File: src/hdl/shabsh_pkg.sv
// Types and constants of the SHA-256 byte stream hasher.
package shabsh_pkg;

  localparam int unsigned BYTE_W    = 8;
  localparam int unsigned WORD_W    = 32;
  localparam int unsigned IDX_W     = 3;
  localparam int unsigned FILL_W    = 6;
  localparam int unsigned COUNT_W   = 61;
  localparam int unsigned BLK_AW    = 4;
  localparam int unsigned RND_W     = 6;

  localparam logic [IDX_W-1:0]  LAST_WORD_IDX = 3'd7;
  localparam logic [IDX_W-1:0]  PENULT_IDX    = 3'd6;
  localparam logic [BYTE_W-1:0] PAD_BYTE      = 8'h80;
  // Fill level from which the length no longer fits in the current block.
  localparam logic [FILL_W-1:0] LEN_LIMIT     = 6'd56;

  localparam logic [WORD_W-1:0] INIT_HASH [8] = '{
    32'h6a09e667, 32'hbb67ae85, 32'h3c6ef372, 32'ha54ff53a,
    32'h510e527f, 32'h9b05688c, 32'h1f83d9ab, 32'h5be0cd19};

  localparam logic [WORD_W-1:0] ROUND_K [64] = '{
    32'h428a2f98, 32'h71374491, 32'hb5c0fbcf, 32'he9b5dba5,
    32'h3956c25b, 32'h59f111f1, 32'h923f82a4, 32'hab1c5ed5,
    32'hd807aa98, 32'h12835b01, 32'h243185be, 32'h550c7dc3,
    32'h72be5d74, 32'h80deb1fe, 32'h9bdc06a7, 32'hc19bf174,
    32'he49b69c1, 32'hefbe4786, 32'h0fc19dc6, 32'h240ca1cc,
    32'h2de92c6f, 32'h4a7484aa, 32'h5cb0a9dc, 32'h76f988da,
    32'h983e5152, 32'ha831c66d, 32'hb00327c8, 32'hbf597fc7,
    32'hc6e00bf3, 32'hd5a79147, 32'h06ca6351, 32'h14292967,
    32'h27b70a85, 32'h2e1b2138, 32'h4d2c6dfc, 32'h53380d13,
    32'h650a7354, 32'h766a0abb, 32'h81c2c92e, 32'h92722c85,
    32'ha2bfe8a1, 32'ha81a664b, 32'hc24b8b70, 32'hc76c51a3,
    32'hd192e819, 32'hd6990624, 32'hf40e3585, 32'h106aa070,
    32'h19a4c116, 32'h1e376c08, 32'h2748774c, 32'h34b0bcb5,
    32'h391c0cb3, 32'h4ed8aa4a, 32'h5b9cca4f, 32'h682e6ff3,
    32'h748f82ee, 32'h78a5636f, 32'h84c87814, 32'h8cc70208,
    32'h90befffa, 32'ha4506ceb, 32'hbef9a3f7, 32'hc67178f2};

endpackage

File: src/hdl/sha256_byte_stream_hasher_unit.sv
// SHA-256 over a byte stream: one input transaction per message byte, one output
// transaction per digest word. Bytes are taken one per cycle while the block buffer
// fills; every 64th byte starts a compression (the working variables are loaded
// from the hash memory, 64 rounds run at one per cycle, and the working variables
// are added back into the hash memory) during which no input is taken. A
// transaction with tlast set closes the message: the padding words are written into
// the block memory at one word a cycle, one or two more compressions follow, and the
// eight digest words leave h0 first. The hash words and the block buffer live in two
// small synchronous memories with registered read data; the hash memory reads back
// as the initial hash values after reset and after every digest, so no clearing
// pass is needed. The last digest word waiting on m_axis does not hold off the next
// message.
module sha256_byte_stream_hasher_unit (
  input  logic                           clk_i,
  input  logic                           rst_ni,
  input  logic                           s_axis_tvalid,
  output logic                           s_axis_tready,
  input  logic [shabsh_pkg::BYTE_W-1:0]  s_axis_tdata,   // [7:0] data_byte
  input  logic                           s_axis_tuser,   // [0] byte_valid
  input  logic                           s_axis_tlast,   // last_byte
  output logic                           m_axis_tvalid,
  input  logic                           m_axis_tready,
  output logic [shabsh_pkg::WORD_W-1:0]  m_axis_tdata,   // [31:0] digest_word
  output logic [shabsh_pkg::IDX_W-1:0]   m_axis_tuser,   // [2:0] word_index
  output logic                           m_axis_tlast    // last_word
);
  import shabsh_pkg::*;

  typedef enum logic [2:0] {
    S_LOAD,    // taking message bytes
    S_PAD,     // writing padding / length words
    S_HINIT,   // hash memory -> working variables
    S_ROUND,   // 64 compression rounds
    S_HADD,    // working variables added into hash memory
    S_ORD,     // digest word read issued
    S_OWAIT    // digest word into output register
  } state_e;

  // Where to go once a compression is done.
  typedef enum logic [1:0] {
    RET_LOAD,  // plain full block
    RET_PAD1,  // message closed right on a block boundary
    RET_PAD2,  // length spills into a second padding block
    RET_OUT    // final block done, emit digest
  } ret_e;

  localparam logic [3:0] CntLast = 4'd8;
  localparam logic [3:0] LenHiWord = 4'd14;
  localparam logic [3:0] LenLoWord = 4'd15;

  // Round functions.
  function automatic logic [WORD_W-1:0] bsig0(input logic [WORD_W-1:0] x);
    return {x[1:0], x[31:2]} ^ {x[12:0], x[31:13]} ^ {x[21:0], x[31:22]};
  endfunction

  function automatic logic [WORD_W-1:0] bsig1(input logic [WORD_W-1:0] x);
    return {x[5:0], x[31:6]} ^ {x[10:0], x[31:11]} ^ {x[24:0], x[31:25]};
  endfunction

  function automatic logic [WORD_W-1:0] ssig0(input logic [WORD_W-1:0] x);
    return {x[6:0], x[31:7]} ^ {x[17:0], x[31:18]} ^ {3'b000, x[31:3]};
  endfunction

  function automatic logic [WORD_W-1:0] ssig1(input logic [WORD_W-1:0] x);
    return {x[16:0], x[31:17]} ^ {x[18:0], x[31:19]} ^ {10'b0, x[31:10]};
  endfunction

  // Control registers.
  state_e               state_q, state_d;
  ret_e                 ret_q, ret_d;
  logic [FILL_W-1:0]    fill_q, fill_d;
  logic [COUNT_W-1:0]   count_q, count_d;
  logic [BLK_AW-1:0]    pw_q, pw_d;
  logic                 pad_len_q, pad_len_d;
  logic                 pad_first_q, pad_first_d;
  logic [3:0]           cnt_q, cnt_d;
  logic [RND_W-1:0]     rnd_q, rnd_d;
  logic                 iv_q, iv_d;        // hash memory reads as initial values
  logic [IDX_W-1:0]     oidx_q, oidx_d;
  logic                 out_valid_q, out_valid_d;

  // Datapath registers.
  logic [23:0]          wacc_q, wacc_d;    // bytes of the partial word
  logic [WORD_W-1:0]    v_q  [8];
  logic [WORD_W-1:0]    v_d  [8];
  logic [WORD_W-1:0]    sw_q [16];         // schedule window, [15] newest
  logic [WORD_W-1:0]    sw_d [16];
  logic [WORD_W-1:0]    out_data_q, out_data_d;
  logic [IDX_W-1:0]     out_idx_q, out_idx_d;

  // Block memory: 16 big-endian words.
  logic [WORD_W-1:0]    bmem [16];
  logic                 bwe;
  logic [BLK_AW-1:0]    bwa, bra;
  logic [WORD_W-1:0]    bwd, brd_q;

  // Hash memory: h0..h7.
  logic [WORD_W-1:0]    hmem [8];
  logic                 hwe;
  logic [IDX_W-1:0]     hwa, hra, hra_q;
  logic [WORD_W-1:0]    hwd, hrd_q, hdat;
  logic                 hiv_q;

  logic                 in_fire, out_fire;
  logic [WORD_W-1:0]    w_t, t1, t2, ch, maj, pad_word;
  logic [63:0]          bit_len;

  assign in_fire  = s_axis_tvalid && s_axis_tready;
  assign out_fire = m_axis_tvalid && m_axis_tready;

  assign s_axis_tready = (state_q == S_LOAD);
  assign m_axis_tvalid = out_valid_q;
  assign m_axis_tdata  = out_data_q;
  assign m_axis_tuser  = out_idx_q;
  assign m_axis_tlast  = (out_idx_q == LAST_WORD_IDX);

  always_ff @(posedge clk_i) begin
    if (bwe) begin
      bmem[bwa] <= bwd;
    end
    brd_q <= bmem[bra];
  end

  always_ff @(posedge clk_i) begin
    if (hwe) begin
      hmem[hwa] <= hwd;
    end
    hrd_q <= hmem[hra];
  end

  // Until the first write-back of a message the memory content is stale.
  assign hdat = hiv_q ? INIT_HASH[hra_q] : hrd_q;

  // Message schedule and round.
  always_comb begin
    if (rnd_q[RND_W-1:4] == '0) begin
      w_t = brd_q;
    end else begin
      w_t = ssig1(sw_q[14]) + sw_q[9] + ssig0(sw_q[1]) + sw_q[0];
    end
    ch  = (v_q[4] & v_q[5]) ^ (~v_q[4] & v_q[6]);
    maj = (v_q[0] & v_q[1]) ^ (v_q[0] & v_q[2]) ^ (v_q[1] & v_q[2]);
    t1  = v_q[7] + bsig1(v_q[4]) + ch + ROUND_K[rnd_q] + w_t;
    t2  = bsig0(v_q[0]) + maj;
  end

  assign bit_len = {count_q, 3'b000};

  // Padding word at pw_q; the first one merges 0..3 held bytes with 0x80.
  always_comb begin
    pad_word = '0;
    if (pad_first_q) begin
      case (fill_q[1:0])
        2'd0:    pad_word = {PAD_BYTE, 24'h0};
        2'd1:    pad_word = {wacc_q[7:0], PAD_BYTE, 16'h0};
        2'd2:    pad_word = {wacc_q[15:0], PAD_BYTE, 8'h0};
        2'd3:    pad_word = {wacc_q[23:0], PAD_BYTE};
        default: pad_word = '0;
      endcase
    end else if (pad_len_q && (pw_q == LenHiWord)) begin
      pad_word = bit_len[63:32];
    end else if (pad_len_q && (pw_q == LenLoWord)) begin
      pad_word = bit_len[31:0];
    end
  end

  always_comb begin
    state_d     = state_q;
    ret_d       = ret_q;
    fill_d      = fill_q;
    count_d     = count_q;
    pw_d        = pw_q;
    pad_len_d   = pad_len_q;
    pad_first_d = pad_first_q;
    cnt_d       = cnt_q;
    rnd_d       = rnd_q;
    iv_d        = iv_q;
    oidx_d      = oidx_q;
    out_valid_d = out_valid_q;
    wacc_d      = wacc_q;
    v_d         = v_q;
    sw_d        = sw_q;
    out_data_d  = out_data_q;
    out_idx_d   = out_idx_q;
    bwe         = 1'b0;
    bwa         = fill_q[FILL_W-1:2];
    bwd         = pad_word;
    bra         = '0;
    hwe         = 1'b0;
    hwa         = cnt_q[IDX_W-1:0] - 3'd1;
    hwd         = hdat + v_q[0];
    hra         = cnt_q[IDX_W-1:0];

    if (out_fire) begin
      out_valid_d = 1'b0;
    end

    case (state_q)
      S_LOAD: begin
        if (in_fire) begin
          if (s_axis_tuser) begin
            fill_d  = fill_q + 6'd1;
            count_d = count_q + 61'd1;
            wacc_d  = {wacc_q[15:0], s_axis_tdata};
            if (fill_q[1:0] == 2'b11) begin
              bwe = 1'b1;
              bwd = {wacc_q, s_axis_tdata};
            end
          end
          if (s_axis_tuser && (fill_q == '1)) begin
            state_d = S_HINIT;
            cnt_d   = '0;
            ret_d   = s_axis_tlast ? RET_PAD1 : RET_LOAD;
          end else if (s_axis_tlast) begin
            state_d     = S_PAD;
            pw_d        = fill_d[FILL_W-1:2];
            pad_len_d   = (fill_d < LEN_LIMIT);
            pad_first_d = 1'b1;
          end
        end
      end

      S_PAD: begin
        bwe         = 1'b1;
        bwa         = pw_q;
        pad_first_d = 1'b0;
        pw_d        = pw_q + 4'd1;
        if (pw_q == '1) begin
          state_d = S_HINIT;
          cnt_d   = '0;
          ret_d   = pad_len_q ? RET_OUT : RET_PAD2;
        end
      end

      S_HINIT: begin
        cnt_d = cnt_q + 4'd1;
        if (cnt_q != '0) begin
          for (int j = 0; j < 7; j++) begin
            v_d[j] = v_q[j+1];
          end
          v_d[7] = hdat;
        end
        if (cnt_q == CntLast) begin
          state_d = S_ROUND;
          rnd_d   = '0;
        end
      end

      S_ROUND: begin
        bra   = rnd_q[BLK_AW-1:0] + 4'd1;
        rnd_d = rnd_q + 6'd1;
        for (int j = 0; j < 15; j++) begin
          sw_d[j] = sw_q[j+1];
        end
        sw_d[15] = w_t;
        v_d[7] = v_q[6];
        v_d[6] = v_q[5];
        v_d[5] = v_q[4];
        v_d[4] = v_q[3] + t1;
        v_d[3] = v_q[2];
        v_d[2] = v_q[1];
        v_d[1] = v_q[0];
        v_d[0] = t1 + t2;
        if (rnd_q == '1) begin
          state_d = S_HADD;
          cnt_d   = '0;
        end
      end

      S_HADD: begin
        cnt_d = cnt_q + 4'd1;
        if (cnt_q != '0) begin
          hwe = 1'b1;
          for (int j = 0; j < 7; j++) begin
            v_d[j] = v_q[j+1];
          end
          v_d[7] = v_q[0];
        end
        if (cnt_q == CntLast) begin
          iv_d = 1'b0;
          case (ret_q)
            RET_LOAD: begin
              state_d = S_LOAD;
            end
            RET_PAD1: begin
              state_d     = S_PAD;
              pw_d        = '0;
              pad_len_d   = 1'b1;
              pad_first_d = 1'b1;
            end
            RET_PAD2: begin
              state_d     = S_PAD;
              pw_d        = '0;
              pad_len_d   = 1'b1;
              pad_first_d = 1'b0;
            end
            RET_OUT: begin
              state_d = S_ORD;
              oidx_d  = '0;
            end
            default: begin
              state_d = S_LOAD;
            end
          endcase
        end
      end

      S_ORD: begin
        hra     = oidx_q;
        state_d = S_OWAIT;
      end

      S_OWAIT: begin
        hra = oidx_q;
        if (!out_valid_q || m_axis_tready) begin
          out_valid_d = 1'b1;
          out_data_d  = hdat;
          out_idx_d   = oidx_q;
          oidx_d      = oidx_q + 3'd1;
          if (oidx_q == LAST_WORD_IDX) begin
            // Back to the initial hash values for the next message.
            state_d = S_LOAD;
            iv_d    = 1'b1;
            fill_d  = '0;
            count_d = '0;
          end else begin
            state_d = S_ORD;
          end
        end
      end

      default: begin
        state_d = S_LOAD;
      end
    endcase
  end

  always_ff @(posedge clk_i or negedge rst_ni) begin
    if (!rst_ni) begin
      state_q     <= S_LOAD;
      ret_q       <= RET_LOAD;
      fill_q      <= '0;
      count_q     <= '0;
      pw_q        <= '0;
      pad_len_q   <= 1'b0;
      pad_first_q <= 1'b0;
      cnt_q       <= '0;
      rnd_q       <= '0;
      iv_q        <= 1'b1;
      oidx_q      <= '0;
      out_valid_q <= 1'b0;
    end else begin
      state_q     <= state_d;
      ret_q       <= ret_d;
      fill_q      <= fill_d;
      count_q     <= count_d;
      pw_q        <= pw_d;
      pad_len_q   <= pad_len_d;
      pad_first_q <= pad_first_d;
      cnt_q       <= cnt_d;
      rnd_q       <= rnd_d;
      iv_q        <= iv_d;
      oidx_q      <= oidx_d;
      out_valid_q <= out_valid_d;
    end
  end

  always_ff @(posedge clk_i) begin
    wacc_q     <= wacc_d;
    v_q        <= v_d;
    sw_q       <= sw_d;
    out_data_q <= out_data_d;
    out_idx_q  <= out_idx_d;
    hra_q      <= hra;
    hiv_q      <= iv_q;
  end

endmodule

File: config.mk
export PLATFORM = sky130hd
export DESIGN_NAME = sha256_byte_stream_hasher_unit
export DESIGN_NICKNAME = d
export VERILOG_FILES = /design/src/hdl/shabsh_pkg.sv /design/src/hdl/sha256_byte_stream_hasher_unit.sv
export SDC_FILE = /design/constraint.sdc
export NUM_CORES = 2
export LEC_CHECK = 0
export ABC_AREA = 1
export BUFFER_PORTS_ARGS = -buffer_cell sky130_fd_sc_hd__buf_2
export CORE_ASPECT_RATIO = 0.8
export CORE_UTILIZATION = 50
export DETAILED_ROUTE_END_ITERATION = 10
export HOLD_SLACK_MARGIN = 0.08
export PLACE_DENSITY = 0.77
export RECOVER_POWER = 25
export SYNTH_ARGS = -nofsm -noshare
export SYNTH_HDL_FRONTEND = slang
export SYNTH_SLANG_ARGS = --single-unit
File: constraint.sdc
create_clock -name clk_i -period 24.5 [get_ports clk_i]
set_input_delay 3.675 -clock clk_i [delete_from_list [all_inputs] [get_ports clk_i]]
set_output_delay 3.675 -clock clk_i [all_outputs]
set_load 0.01 [all_outputs]
==> qor.csv <==
metric,value,unit
reg2reg_slack,8.56,ns
place_ws,13.58,ns
cellPowerDensity,62.2,nW/µm²
crit_required,25.10,ns
yosysWarnings,0,
syn_to_final_growth,9.77,%
tns,0,ns
final_nets,8142,
regArea,51600,µm²
antenna_found_initial,16,
rsz0062_at_grt,false,
cp_data_arrival_time,16.54,ns
ir_drop,0.0700,mV
cts_resized,0,
reg2reg_from,state_q[2],
ys_types,65,
final_max_slew_viol_count,925,
startpoint_type,register,
grt_pass1_wl,374,mm
failed_checks,"max-capacitance violations, max-slew violations",
htreeDepth,4,
fin_skew,0.0384,ns
p_leak,36.3,nW
core,169000,µm²
worst_setup_path_end_kind,register,
synth_edf_count,1595,
grtUsageTotal,29.3,%
yosysTopAreaCell,edfxtp_1,
gp_congestion,1.00,
initialDrtViolationCount,8981,
setup_viol,0,
synth-main-ff-cell,edfxtp_1,
cts_sinks,1756,
io_pins,52,
post_drt_wl_per_cell,25.3,µm
die_width,464,µm
wirelength,256,mm
whs_path_depth,0,
dp_hpwl,176,mm
io_buffers,51,
die_h,372,µm
cts_buffers,165,
overflow,0,
synth_top_area_share,56.1,%
holdWs,0.385,ns
cts_tree,yes,
synth-async-reset-ratio,5.30,%
min_from,iv_q,
clk_latency,0.85,ns
yosysSeqAreaShare,60.4,%
worst_slack,8.56,ns
max_cap_viol_count,15,
syn_inst,7737,
via_count,60700,
synthTopCellsByArea,"edfxtp_1 (56%), nand2_1 (4.8%), o21ai_0 (4.8%)",
clk_pin_slew_worst_paths,0.07,ns
holdCritPathClass,reg2reg,
vias_per_cell,5.99,
rr_worst_depth,10,
syn_area,85400,µm²
worstMarginPinSlew,9.63,ns
ctsHoldBuffers,0,
drc,0,
cts_buffer_depth,3,
initial_core_util,50.4,%
ys_seq_elements,1756,
fp.dieArea,172000,µm²
rows,135,
status,"complete, but fails checks",
multi_input_area,29200,µm²
finalWorstPathRequiredPeriod,15.94,ns
n_fill_cell,14000,
max-slew-margin-rel,-542,%
max_freq,62.7,MHz
layout-drive-gt1-share,6.08,%
postCtsSetupRepairBufs,0,
cp_max_fo,194,
cts-root-buf,clkbuf_16,
worstSetupPathType,reg2reg,
antenna_left,0,
syn_avg_cell_area,11.0,µm²
r2r-end,brd_q[29],
post-route-period-util,65.1,%
syn_nets,8149,
holdPathEnd,hiv_q,
dr.pass1.iters,7,
grt_pass1_vias,56900,
finalHoldViolCount,0,
grt_max_degree,257,
==> synthesized netlist by cell type (all sizes together), types with 5 or more instances <==
library cell and instances:
a221oi 14, o31ai 12, a21o 15, o221ai 42
ha 208, or2 11, edfxtp 1595, nand4 31
buf 28, a311oi 5, clkbuf 317, o21ai 819
nor4 20, xnor2 188, o21bai 81, a41oi 7
dfxtp 68, inv 936, nor3 90, a21boi 6
o211ai 164, o32ai 28, dfrtp 92, and3 5
a211oi 10, fa 190, nand3 180, o21a 13
o22ai 59, a21oi 590, clkinv 7, nand2 1104
a31oi 72, xor2 195, nor2 509
==> worst max-delay path, stage by stage (launching register included) <==
cell,delay [ns]
dfrtp_1,0.48
nor3_4,0.20
clkbuf_1,5.44
clkbuf_1,7.01
nand2_2,-0.24
buf_4,0.52
inv_2,0.35
buf_4,0.81
o211ai_1,0.23
nand3_1,0.16
nand2_1,0.33
==> layout by cell type, fill, tap and decap left out, types with 90 or more instances in the layout <==
cell type / synthesis / routed
o21ai_0: 814 / 801
a21oi_1: 590 / 590
nand2_1: 1101 / 1100
o211ai_1: 164 / 164
inv_1: 928 / 925
buf_4: 0 / 98
nand3_1: 176 / 176
clkbuf_16: 0 / 167
nor2_1: 505 / 478
edfxtp_1: 1595 / 1595
xnor2_1: 188 / 188
dfrtp_1: 92 / 90
ha_1: 208 / 208
xor2_1: 195 / 195
fa_1: 190 / 190
==> report_power, final <==
part | total [W] | internal [W] | leakage [nW] | switching, W
logic | 0.00000982 | 0.00000206 | 17.2 | 0.00000775
registers | 0.00322 | 0.00322 | 16.5 | 0.000000277
clock network | 0.00260 | 0.00145 | 2.64 | 0.00115
total | 0.00583 | 0.00467 | 36.3 | 0.00116
==> final cells by class <==
type	instances	area share [%]
timing repair buffer	171	1.20
clock inverter	82	1.01
tap	2260	3.02
clock buffer	220	4.79
antenna	5	0.0133
multi-input combinational	4693	31.2
inverter	943	3.78
sequential	1756	55.0
==> kinds of logic after synthesis <==
logic type / share of synthesized area (%)
AO/OA/AOI/OAI: 13.0
flip-flops: 60.4
buffers and inverters: 5.68
XOR/XNOR: 3.93
AND/OR/NAND/NOR: 9.42
adder cells (fa/ha/maj): 7.53
==> metrics by stage <==
stage          power (W)  utilization, %  instances  instance area, µm²
6_report         0.00583            55.3      10100               93700
3_5_place_dp     0.00329            52.2       9823               88400
5_1_grt          0.00597            55.3      10100               93700
2_1_floorplan    0.00329               -       7737               85400
3_3_place_gp     0.00329            52.2       9823               88400
4_1_cts          0.00586            55.4      10100               93900
==> state kept, by name, indices dropped and copies added, names as in the netlist, 4 cells and up <==
name	flops
hrd_q	32
m_axis_tdata	32
fill_q	6
wacc_q	24
bmem	512
rnd_q	6
brd_q	32
count_q	61
pw_q	4
sw_q	512
hmem	256
v_q	256
cnt_q	4
==> how the worst max path moves through the flow <==
stage               slack [ns]   endpoint       start
floorplan                 4.13     v_q[0]  state_q[0]
global placement         13.71   v_q[249]    sw_q[50]
detailed placement       13.58   v_q[249]    sw_q[50]
CTS                      13.51   v_q[249]    sw_q[50]
global route              7.52   brd_q[8]  state_q[1]
finish                    8.56  brd_q[29]  state_q[2]
==> routing by layer <==
layer / part of all wire, % / wire length [µm] / global-route usage [%] / vias up
met2: 42 / 108000 / 42.0 / 3672
met1: 43 / 110000 / 44.6 / 29600
li1: - / - / - / 26900
met5: 0.042 / 108 / 0 / -
met3: 12 / 31900 / 6.71 / 440
met4: 2.5 / 6430 / 7.81 / 16
(Power assumes the default switching activity.)
